### src/rtl/mrt_pkg.sv
package mrt_pkg;

  // Operation codes carried in s_axis_tuser
  typedef enum logic [1:0] {
    OP_MAP   = 2'd0,
    OP_UNMAP = 2'd1,
    OP_QUERY = 2'd2
  } mrt_op_e;

  // Address window for mapped regions: [WinLow, WinHigh)
  localparam logic [31:0] WinLow  = 32'h6000_0000;
  localparam logic [31:0] WinHigh = 32'h8000_0000;

  // Stream payload widths, padded to whole bytes
  localparam int unsigned InDataW  = 80;
  localparam int unsigned OutDataW = 80;
  localparam int unsigned OpW      = 2;

  // One stored region
  typedef struct packed {
    logic [31:0] start;
    logic [30:0] len;
    logic [4:0]  file;
  } mrt_entry_t;

endpackage

### src/rtl/mrt_slot_mem.sv
module mrt_slot_mem
  import mrt_pkg::*;
#(
  parameter int unsigned DEPTH = 16,
  parameter int unsigned AW    = (DEPTH > 1) ? $clog2(DEPTH) : 1
) (
  input  logic          clk_i,
  input  logic          we_i,
  input  logic [AW-1:0] waddr_i,
  input  mrt_entry_t    wdata_i,
  input  logic [AW-1:0] raddr_i,
  output mrt_entry_t    rdata_o
);

  mrt_entry_t mem_q [DEPTH];

  // Write one entry per cycle
  always_ff @(posedge clk_i) begin
    if (we_i) begin
      mem_q[waddr_i] <= wdata_i;
    end
  end

  // Registered read port
  always_ff @(posedge clk_i) begin
    rdata_o <= mem_q[raddr_i];
  end

endmodule

### src/rtl/mapped_region_table.sv
// Map and unmap scan every slot (ST_SCAN, then ST_LAST), a query reads its one slot in
// ST_QREAD, and an unknown operation goes straight to ST_COMMIT, where every result is
// registered; it then waits in ST_RESP until taken. One item at a time: no new item is
// taken until the result is taken. The slot scan reads one slot per cycle from the single
// read port of the slot memory.
// Reset clears the valid bits, the region count and the sequencer; slot contents are
// left as they are and are only shown for live slots.
module mapped_region_table
  import mrt_pkg::*;
#(
  parameter int unsigned TABLE_SLOTS = 16,
  parameter int unsigned PAGE_BYTES  = 4096
) (
  input  logic                clk_i,
  input  logic                rst_ni,
  // Input item
  input  logic                s_axis_tvalid,
  output logic                s_axis_tready,
  // [31:0] addr, [63:32] length, [64] flag_fixed, [65] flag_shared,
  // [66] flag_anonymous, [70:67] file_slot, [74:71] entry_index, [79:75] zero
  input  logic [InDataW-1:0]  s_axis_tdata,
  // [1:0] operation
  input  logic [OpW-1:0]      s_axis_tuser,
  // Result item
  output logic                m_axis_tvalid,
  input  logic                m_axis_tready,
  // [0] status, [32:1] result_addr, [63:33] result_length, [68:64] result_file,
  // [69] slot_live, [74:70] region_count, [79:75] zero
  output logic [OutDataW-1:0] m_axis_tdata
);

  localparam int unsigned IW = (TABLE_SLOTS > 1) ? $clog2(TABLE_SLOTS) : 1;
  localparam int unsigned CW = $clog2(TABLE_SLOTS + 1);
  localparam logic [31:0] PageMask = 32'(PAGE_BYTES - 1);
  localparam logic [IW-1:0] LastIdx = IW'(TABLE_SLOTS - 1);

  typedef enum logic [5:0] {
    ST_IDLE   = 6'b000001,
    ST_SCAN   = 6'b000010,
    ST_LAST   = 6'b000100,
    ST_QREAD  = 6'b001000,
    ST_COMMIT = 6'b010000,
    ST_RESP   = 6'b100000
  } state_e;

  state_e state_q, state_d;

  // Latched request
  logic [OpW-1:0] req_op_q;
  logic [31:0]    req_addr_q;
  logic [31:0]    req_len_q;
  logic [32:0]    req_end_q;
  logic           req_fixed_q, req_shared_q, req_anon_q;
  logic [3:0]     req_fd_q, req_idx_q;

  // Scan counter and compare stage
  logic [IW-1:0]  cnt_q, cnt_d;
  logic [IW-1:0]  rd_addr;
  logic           cmp_vld_q;
  logic [IW-1:0]  cmp_idx_q;
  mrt_entry_t     rd_data;

  // Scan results
  logic           hit_q, free_found_q, match_found_q;
  logic [IW-1:0]  free_idx_q, match_idx_q;

  logic [TABLE_SLOTS-1:0] valid_q;
  logic [CW-1:0]  live_cnt_q;

  logic [OutDataW-1:0] out_q, out_d;

  logic           in_acc;
  logic           slot_live_w, overlap_w, match_w;
  logic [32:0]    slot_end_w;
  logic           pre_ok, map_ok, unmap_ok, idx_ok;
  logic           mem_we;
  mrt_entry_t     wr_entry;

  assign in_acc        = s_axis_tvalid && s_axis_tready;
  assign s_axis_tready = state_q == ST_IDLE;
  assign m_axis_tvalid = state_q == ST_RESP;
  assign m_axis_tdata  = out_q;

  // Sequencer
  always_comb begin
    state_d = state_q;
    cnt_d   = cnt_q;
    rd_addr = cnt_q;
    case (state_q)
      ST_IDLE: begin
        cnt_d = '0;
        if (in_acc) begin
          case (s_axis_tuser)
            OP_MAP, OP_UNMAP: state_d = ST_SCAN;
            OP_QUERY:         state_d = ST_QREAD;
            default:          state_d = ST_COMMIT;
          endcase
        end
      end
      ST_SCAN: begin
        cnt_d = cnt_q + 1'b1;
        if (cnt_q == LastIdx) begin
          state_d = ST_LAST;
        end
      end
      ST_LAST:  state_d = ST_COMMIT;
      ST_QREAD: begin
        rd_addr = IW'(req_idx_q);
        state_d = ST_COMMIT;
      end
      ST_COMMIT: state_d = ST_RESP;
      ST_RESP: begin
        if (m_axis_tready) begin
          state_d = ST_IDLE;
        end
      end
      default: state_d = ST_IDLE;
    endcase
  end

  always_ff @(posedge clk_i or negedge rst_ni) begin
    if (!rst_ni) begin
      state_q   <= ST_IDLE;
      cnt_q     <= '0;
      cmp_vld_q <= 1'b0;
    end else begin
      state_q   <= state_d;
      cnt_q     <= cnt_d;
      cmp_vld_q <= state_q == ST_SCAN;
    end
  end

  // Hold the request and the index of the slot now in the read register
  always_ff @(posedge clk_i) begin
    cmp_idx_q <= rd_addr;
    if (in_acc) begin
      req_op_q     <= s_axis_tuser;
      req_addr_q   <= s_axis_tdata[31:0];
      req_len_q    <= s_axis_tdata[63:32];
      req_end_q    <= {1'b0, s_axis_tdata[31:0]} + {1'b0, s_axis_tdata[63:32]};
      req_fixed_q  <= s_axis_tdata[64];
      req_shared_q <= s_axis_tdata[65];
      req_anon_q   <= s_axis_tdata[66];
      req_fd_q     <= s_axis_tdata[70:67];
      req_idx_q    <= s_axis_tdata[74:71];
    end
  end

  mrt_slot_mem #(
    .DEPTH (TABLE_SLOTS),
    .AW    (IW)
  ) u_slot_mem (
    .clk_i   (clk_i),
    .we_i    (mem_we),
    .waddr_i (free_idx_q),
    .wdata_i (wr_entry),
    .raddr_i (rd_addr),
    .rdata_o (rd_data)
  );

  // Shared compare unit: interval intersection and start match on one slot
  assign slot_live_w = valid_q[cmp_idx_q];
  assign slot_end_w  = {1'b0, rd_data.start} + {2'b0, rd_data.len};
  assign overlap_w   = slot_live_w && ({1'b0, req_addr_q} < slot_end_w)
                       && ({1'b0, rd_data.start} < req_end_q);
  assign match_w     = slot_live_w && (rd_data.start == req_addr_q);

  // Accumulate scan results
  always_ff @(posedge clk_i or negedge rst_ni) begin
    if (!rst_ni) begin
      hit_q         <= 1'b0;
      free_found_q  <= 1'b0;
      match_found_q <= 1'b0;
      free_idx_q    <= '0;
      match_idx_q   <= '0;
    end else if (in_acc) begin
      hit_q         <= 1'b0;
      free_found_q  <= 1'b0;
      match_found_q <= 1'b0;
    end else if (cmp_vld_q) begin
      if (overlap_w) begin
        hit_q <= 1'b1;
      end
      if (!slot_live_w && !free_found_q) begin
        free_found_q <= 1'b1;
        free_idx_q   <= cmp_idx_q;
      end
      if (match_w && !match_found_q) begin
        match_found_q <= 1'b1;
        match_idx_q   <= cmp_idx_q;
      end
    end
  end

  // Map checks that need no table access
  assign pre_ok = req_fixed_q && req_shared_q
                  && (req_addr_q >= WinLow) && (req_addr_q < WinHigh)
                  && ((req_addr_q & PageMask) == 32'd0)
                  && !req_len_q[31] && (req_len_q != 32'd0)
                  && (req_end_q < {1'b0, WinHigh});
  assign map_ok   = pre_ok && !hit_q && free_found_q;
  assign unmap_ok = match_found_q;
  assign idx_ok   = 32'(req_idx_q) < TABLE_SLOTS;

  assign mem_we         = (state_q == ST_COMMIT) && (req_op_q == OP_MAP) && map_ok;
  assign wr_entry.start = req_addr_q;
  assign wr_entry.len   = req_len_q[30:0];
  assign wr_entry.file  = req_anon_q ? 5'd0 : (5'(req_fd_q) + 5'd1);

  // Commit: update valid bits and count, build the result item
  always_ff @(posedge clk_i or negedge rst_ni) begin
    if (!rst_ni) begin
      valid_q    <= '0;
      live_cnt_q <= '0;
    end else if (state_q == ST_COMMIT) begin
      case (req_op_q)
        OP_MAP: begin
          if (map_ok) begin
            valid_q[free_idx_q] <= 1'b1;
            live_cnt_q          <= live_cnt_q + 1'b1;
          end
        end
        OP_UNMAP: begin
          if (unmap_ok) begin
            valid_q[match_idx_q] <= 1'b0;
            if (live_cnt_q != '0) begin
              live_cnt_q <= live_cnt_q - 1'b1;
            end
          end
        end
        default: ;
      endcase
    end
  end

  always_comb begin
    out_d = '0;
    case (req_op_q)
      OP_MAP: begin
        if (map_ok) begin
          out_d[32:1]  = req_addr_q;
          out_d[74:70] = 5'(live_cnt_q + 1'b1);
        end else begin
          out_d[0]     = 1'b1;
          out_d[74:70] = 5'(live_cnt_q);
        end
      end
      OP_UNMAP: begin
        out_d[0] = !unmap_ok;
        if (unmap_ok && (live_cnt_q != '0)) begin
          out_d[74:70] = 5'(live_cnt_q - 1'b1);
        end else begin
          out_d[74:70] = 5'(live_cnt_q);
        end
      end
      OP_QUERY: begin
        out_d[0]     = !idx_ok;
        out_d[74:70] = 5'(live_cnt_q);
        if (idx_ok && slot_live_w) begin
          out_d[32:1]  = rd_data.start;
          out_d[63:33] = rd_data.len;
          out_d[68:64] = rd_data.file;
          out_d[69]    = 1'b1;
        end
      end
      default: begin
        out_d[0]     = 1'b1;
        out_d[74:70] = 5'(live_cnt_q);
      end
    endcase
  end

  always_ff @(posedge clk_i) begin
    if (state_q == ST_COMMIT) begin
      out_q <= out_d;
    end
  end

endmodule

### config.mk
export PLATFORM = sky130hd
export DESIGN_NAME = mapped_region_table
export DESIGN_NICKNAME = d
export VERILOG_FILES = /design/src/rtl/mrt_pkg.sv /design/src/rtl/mrt_slot_mem.sv /design/src/rtl/mapped_region_table.sv
export SDC_FILE = /design/constraint.sdc
export NUM_CORES = 2
export LEC_CHECK = 0
export BUFFER_PORTS_ARGS = -buffer_cell sky130_fd_sc_hd__buf_2
export CORE_ASPECT_RATIO = 0.5
export CORE_UTILIZATION = 35
export CTS_BUF_LIST = sky130_fd_sc_hd__clkbuf_2
export CTS_CLUSTER_DIAMETER = 120
export DETAILED_ROUTE_END_ITERATION = 7
export HOLD_SLACK_MARGIN = 0.12
export MAX_ROUTING_LAYER = met4
export PLACE_DENSITY = 0.54
export SLEW_MARGIN = 20
export SYNTH_ARGS = -nofsm -noshare
export SYNTH_HDL_FRONTEND = slang
export SYNTH_SLANG_ARGS = --single-unit
### constraint.sdc
create_clock -name clk_i -period 10.1 [get_ports clk_i]
set_clock_uncertainty 0.1 [all_clocks]
set_input_delay 1.01 -clock clk_i [delete_from_list [all_inputs] [get_ports clk_i]]
set_output_delay 1.01 -clock clk_i [all_outputs]
set_load 0.03 [all_outputs]
# [Word-level counts from Yosys, hierarchy flattened]
# Memories as Yosys holds them, arrays and structs flattened. A register that Yosys moved wholly into a read port is not among the register bits.
# Index checks and enable logic that the tools add are counted.
[classes] eq_ne=18 mux=39 order_cmp=10 addsub=6 n_bitwise=4 n_reduce_logical=47
[ops] operator="$mux 69" count=1
[ops] operator="$lt 32x33->1" count=2
[ops] operator="$pmux 32 s2" count=1
[ops] operator="$add 32x31->33" count=1
[ops] operator="$add 32x32->33" count=1
[ops] operator="$lt 33x32->1 const B" count=1
[ops] operator="$eq 32x32->1" count=1
[ops] operator="$ge 32x31->1 const B" count=1
[ops] operator="$logic_not 32->1" count=1
[ops] operator="$lt 32x32->1 const B" count=1
[ops] operator="$mux 16" count=2
[ops] operator="$mux 32" count=1
[ops] operator="$pmux 16 s2" count=1
[ops] operator="$reduce_bool 32->1" count=1
[ops] operator="$pmux 5 s2" count=3
[ops] operator="$pmux 6 s5" count=1
[ops] operator="$mux 5" count=5
[ops] operator="$logic_and 1x1->1" count=20
[ops] operator="$mux 6" count=3
[ops] operator="$and 16x16->16" count=1
[ops] operator="$not 16->16" count=1
[ops] operator="$or 16x16->16" count=1
[ops] operator="$lt 4x5->1 const B" count=3
[ops] operator="$mux 1" count=15
[ops] operator="other kinds (30)" count=55
[word_totals] register_bits=232 ramBits=1088 out_inout_bits=82 memories=1 word_cells=148 input_bits=86
[memory_table] memory="u_slot_mem.mem_q" words=16 width=68 rd=1 rd_ports_with_merged_regs=1 wr=1 line="mrt_slot_mem.sv:15" rtl="mrt_entry_t mem_q [DEPTH];"

# [Logic depth before layout (Yosys ltp)]
[depth] ltp_word=12 depth_mapped=21 mapped_depth_nobuf=21

# [Cells and area by module]
# From an unflattened synthesis, not the netlist that was laid out.
[hier_totals] hier_cells=2964 hier_area_um2=55628.4
[by_module_without_submodules] mod="mrt_slot_mem" seq_area_each_um2=34032.6 cells_each=1750 n_inst=1 area_per_inst_um2=41982.8
[by_module_without_submodules] mod="mapped_region_table" seq_area_each_um2=6712.7 cells_each=1214 n_inst=1 area_per_inst_um2=13645.6

# [Least setup slack after synthesis]
# OpenSTA, ideal clock, no wires.
[synth_path] kind="reg2reg" from="reg state_q[0]" to="mem u_slot_mem.mem_q[3][0] (netlist name), enable pin" t_arrival_ps=7844 period_less_slack_ps=8522 slack_ps=1578 required_time_ps=9423 stages_incl_launch_ff=8 setup_time_ps=577 path_buffers=1 path_cell_list="dfstp_2 clkbuf_1 nor4_1 nand3b_1 inv_1 and3_1 nand3_1 nor3_1"
[synth_between] elab_chain_len=5
[synth_rtl] element="start: declaration" line="mapped_region_table.sv:46" rtl="state_e state_q, state_d;"
[synth_rtl] element="start signal: assignment" line="mapped_region_table.sv:127" rtl="state_q <= state_d;"
[synth_rtl] element="$eq 6x5->1" line="mapped_region_table.sv:205" rtl="assign mem_we = (state_q == ST_COMMIT) && (req_op_q == OP_MAP) && map_ok;"
[synth_rtl] element="$logic_and 1x1->1 (2 in series)" line="mapped_region_table.sv:205"
[synth_rtl] element="$mux 1" line="mrt_slot_mem.sv:19" rtl="if (we_i) begin"
[synth_rtl] element="$mux 1 (implied by the code)" line="mrt_slot_mem.sv:20" rtl="mem_q[waddr_i] <= wdata_i;"
[synth_rtl] element="end: declaration" line="mrt_slot_mem.sv:15"
# Every way passes these cells.

# [Worst setup path in the final report]
[layout_path] from="reg u_slot_mem.rdata_o[36] (netlist name)" to="reg hit_q"
[layout_between] elab_chain_len=6 elab_cells_between_ends=7 cone_classes="add/sub: 1; order compare: 2; reduce/logical: 4"
[layout_rtl] element="$add 32x31->33" line="mapped_region_table.sv:163" rtl="assign slot_end_w = {1'b0, rd_data.start} + {2'b0, rd_data.len};"
[layout_rtl] element="$lt 32x33->1" line="mapped_region_table.sv:164" rtl="assign overlap_w = slot_live_w && ({1'b0, req_addr_q} < slot_end_w)"
[layout_rtl] element="$logic_and 1x1->1" line="mapped_region_table.sv:164"
[layout_rtl] element="$logic_and 1x1->1 *" line="mapped_region_table.sv:165" rtl="&& ({1'b0, rd_data.start} < req_end_q);"
[layout_rtl] element="$reduce_bool 2->1 (no source line) *"
[layout_rtl] element="$reduce_and 2->1 (no source line) *"
[layout_rtl] element="end signal: assignment" line="mapped_region_table.sv:171" rtl="hit_q <= 1'b0;"
[layout_rtl] element="end signal: assignment" line="mapped_region_table.sv:177" rtl="hit_q <= 1'b0;"
[layout_rtl] element="end signal: assignment" line="mapped_region_table.sv:182" rtl="hit_q <= 1'b1;"
[layout_rtl] element="end: declaration" line="mapped_region_table.sv:64" rtl="logic hit_q, free_found_q, match_found_q;"
# Every way passes the cells marked *; elsewhere a longest branch is shown, timed or not.
# A chain may end at the register's enable or synchronous reset.

==> impl_metrics.env <==
export IMPL_status="finished, final reports clean"
export IMPL_grt_use_met3_pct=3.234
export IMPL_max_freq_mhz=182.6
export IMPL_grt_overflow=0
export IMPL_start_util_pct=35.54
export IMPL_p_per_area_nw_per_um2=226.5
export IMPL_nets=5227
export IMPL_reg2reg_to="hit_q"
export IMPL_crit_path_end_kind="register"
export IMPL_cts_setup_buffers=0
export IMPL_hold_viol=0
export IMPL_p_leak_uw=0.02424
export IMPL_yosys_area_top_type="edfxtp_1"
export IMPL_period_needed_ns=5.476
export IMPL_gp_congestion=0.8991
export IMPL_p_seq_share_pct=51.2
export IMPL_first_global_vias=37570
export IMPL_min_period_over_period_pct=54.21
export IMPL_ys_ff_latch=1388
export IMPL_async_flop_share_pct=3.098
export IMPL_die_x_microns=576.0
export IMPL_netSwitchingFraction_pct=35.34
export IMPL_synth_cells=4526
export IMPL_grt_use_met2_pct=32.54
export IMPL_max_slew_worst_pin_slew_ns=1.257
export IMPL_syn_area_per_cell_sq_um=12.74
export IMPL_clock_sinks=1388
export IMPL_setup_violations=0
export IMPL_grt_max_degree=188
export IMPL_drt_initial_drc_count=3895
export IMPL_r2r_start="u_slot_mem.rdata_o[36]"
export IMPL_drc_errors=0
export IMPL_reg2reg_slack_ns=4.62
export IMPL_post_drt_via_cell_ratio=5.281
export IMPL_setup_tns_ns=0
export IMPL_min_from="u_slot_mem.rdata_o[4]"
export IMPL_place_area_sq_um=60760
export IMPL_ys_top_cells_by_area="edfxtp_1 66%, nand2_1 7.5%, nand3_1 4.9%"
export IMPL_reg2reg_depth=21
export IMPL_yosysTopAreaCellShare_pct=66.29
export IMPL_clk_pin_slew_ns=0.11
export IMPL_grt_pass1_wl_microns=245100
export IMPL_num_rows=104
export IMPL_relSlewSlack_pct=16.21
export IMPL_crit_path_max_fanout=4
export IMPL_ctsHtreeMaxLevel=5
export IMPL_numCtsBuffers=339
export IMPL_synth_edf_count=1273
export IMPL_whs_endpoint="m_axis_tdata[68]"
export IMPL_netlist_area_sq_um=57670
export IMPL_intPower_uw=9582
export IMPL_wl_microns=169500
export IMPL_power_frac_clock_pct=24.7
export IMPL_design_area_sq_um=65440
export IMPL_io_buffers=157
export IMPL_hpwl_microns=89010
export IMPL_ys_flop_type="edfxtp_1"
export IMPL_hold_path_depth=1
export IMPL_crit_arrival_ns=6.83
export IMPL_die_area_sq_um=166500
export IMPL_die_y_microns=289.0
export IMPL_drv_slew=0
export IMPL_grt_antenna_before_repair=6
export IMPL_layout_drive_gt1_share_pct=15.58
export IMPL_area_growth_pct=13.47
export IMPL_ys_types=81
export IMPL_crit_type="reg2reg"
export IMPL_use_met1_pct=27.26
export IMPL_hp_class="reg2reg"
export IMPL_yosysWarnings=0
export IMPL_drtPass1Iterations=6
export IMPL_vias=39290
export IMPL_rsz0062_at_grt="no"
export IMPL_vdd_drop_max_uv=144.6
export IMPL_required_ns=11.46
export IMPL_dp_slack_ns=4.781
export IMPL_cts_tree="built"
export IMPL_grt_busiest_layer="met2"
export IMPL_wl_per_cell_microns=22.78
export IMPL_cts_buffer_depth=4
export IMPL_cap_violations=0
export IMPL_antenna_left=0
export IMPL_startpoint_type="register"
export IMPL_root_buffer="clkbuf_2"
export IMPL_insertion_delay_ns=1.67
export IMPL_setup_ws_ns=4.624
export IMPL_grt_use_total_pct=20.61
export IMPL_yosysSeqAreaShare_pct=70.66
export IMPL_power_switching_uw=5237
export IMPL_core_sq_um=162300
export IMPL_p_comb_share_pct=24.1
export IMPL_io_pins=168
==> state kept, by name (all words and copies together) (netlist names), 2 cells and up <==
register	count
u_slot_mem.mem_q	1088
m_axis_tdata	75
u_slot_mem.rdata_o	68
req_end_q	33
req_addr_q	32
req_len_q	32
valid_q	16
state_q	6
live_cnt_q	5
cmp_idx_q	4
cnt_q	4
free_idx_q	4
match_idx_q	4
req_fd_q	4
req_idx_q	4
req_op_q	2
==> worst max-delay path by stage <==
stage / from / to / cells past startpoint
floorplan: state_q[0] / u_slot_mem.mem_q[3][0] / 7
CTS: u_slot_mem.rdata_o[36] / hit_q / 21
finish: u_slot_mem.rdata_o[36] / hit_q / 21
global route: u_slot_mem.rdata_o[36] / hit_q / 21
detailed placement: u_slot_mem.rdata_o[36] / hit_q / 21
global placement: u_slot_mem.rdata_o[36] / hit_q / 21
==> cells by family after synthesis <==
kind of cell	after synthesis	share of synthesized area, %
and+or+nand+nor	2055	15.74
other	1	0.006503
adders and majority gates	131	2.868
muxes	20	0.5489
buffers and inverters	322	2.480
AOI/OAI and AO/OA	521	6.362
DFF	1388	70.66
xor gates and xnor gates	88	1.337
==> final cells by class <==
type	count	area [sq um]
Tap cell	2173	2719
Multi-Input combinational cell	2820	15660
Timing Repair Buffer	390	3063
Clock buffer	527	2638
Inverter	71	289.0
Fill cell	15190	96830
Clock inverter	67	311.5
Sequential cell	1388	40750
Antenna cell	4	10.01
==> worst max-delay path: stages, from the launching register on <==
cell      delay (ns)
dfxtp_1         0.38
ha_1            0.24
fa_1            0.41
a21o_1          0.19
a21oi_1         0.29
o211ai_1        0.17
a31oi_1         0.58
o21ai_1         0.20
a21bo_2         0.24
a21oi_1         0.31
nand2b_1        0.18
a211oi_1        0.08
ha_1            0.31
nand4_1         0.18
nor3_1          0.28
o21ai_0         0.13
nand3_1         0.10
nor2_1          0.04
o21ai_0         0.07
a31oi_1         0.10
nor4_1          0.54
o41ai_1         0.14
==> per-layer routing <==
metal  up-vias  wire length [microns]
met5         -                      0
met4         0                   3412
met3       259                  11010
met2      1460                  80840
met1     19710                  74230
li1      17860                      -
==> placed cells by master, fill, tap and decap left out, types with 41 or more instances in the layout <==
cell type	netlist	routed
xnor2_1	41	41
nor2_1	85	70
dfxtp_1	72	72
buf_4	9	57
xor2_1	47	47
and2_1	53	53
ha_1	129	129
nand2_1	1152	1152
edfxtp_1	1273	1273
o21ai_0	76	76
a21o_1	45	45
a21oi_1	80	80
a311oi_1	136	136
dlygate4sd3_1	0	168
nand3_1	566	566
clkinv_1	1	52
a31oi_1	76	76
dfrtp_1	42	42
inv_1	69	66
and3_1	78	78
buf_2	132	157
clkbuf_2	0	527
==> power by group through the flow <==
stage	combinational [uW]	sequential (uW)	clock, uW
2_1_floorplan	2510	7350	0
3_3_place_gp	3450	7680	0
3_5_place_dp	3490	7700	0
4_1_cts	3560	7580	3760
5_1_grt	3950	7630	4030
6_report	3570	7590	3650
==> per-stage QoR <==
step / power (uW) / std cells / hold WS, ns / utilization, %
2_1_floorplan: 9854 / 4530 / 0.3446 / -
3_5_place_dp: 11190 / 6673 / 0.3649 / 37.44
5_1_grt: 15610 / 7439 / 0.2862 / 40.32
4_1_cts: 14900 / 7436 / 0.1205 / 40.32
6_report: 14820 / 7440 / 0.3890 / 40.33
3_3_place_gp: 11130 / 6673 / 0.3637 / 37.44
==> synth_stat cells, drive strengths merged (3+ instances only) <==
cell type	instances
o221ai	3
a21oi	80
a211oi	11
nand2b	16
mux2i	6
o211ai	10
ha	129
edfxtp	1273
or3	7
o311ai	3
o21bai	11
nand2	1153
a22o	19
a211o	3
buf	149
o311a	3
nand4	24
and3	78
mux4	5
nor3	17
xor2	47
and2	53
o22ai	5
or2	6
o21ai	80
o31ai	4
nor4	23
o21a	9
xnor2	41
clkbuf	102
nand3b	7
a311oi	137
nor2	86
dfrtp	42
mux2	9
nor2b	9
inv	70
nand3	566
a21o	45
dfxtp	72
a31oi	76
a21boi	4
==> timing repair <==
action	4_1_cts	5_1_grt
endpoints found under the hold margin	169	0
hold buffers	169	0
resized for setup	0	0
No activity file was read; power rests on OpenSTA's default activity.
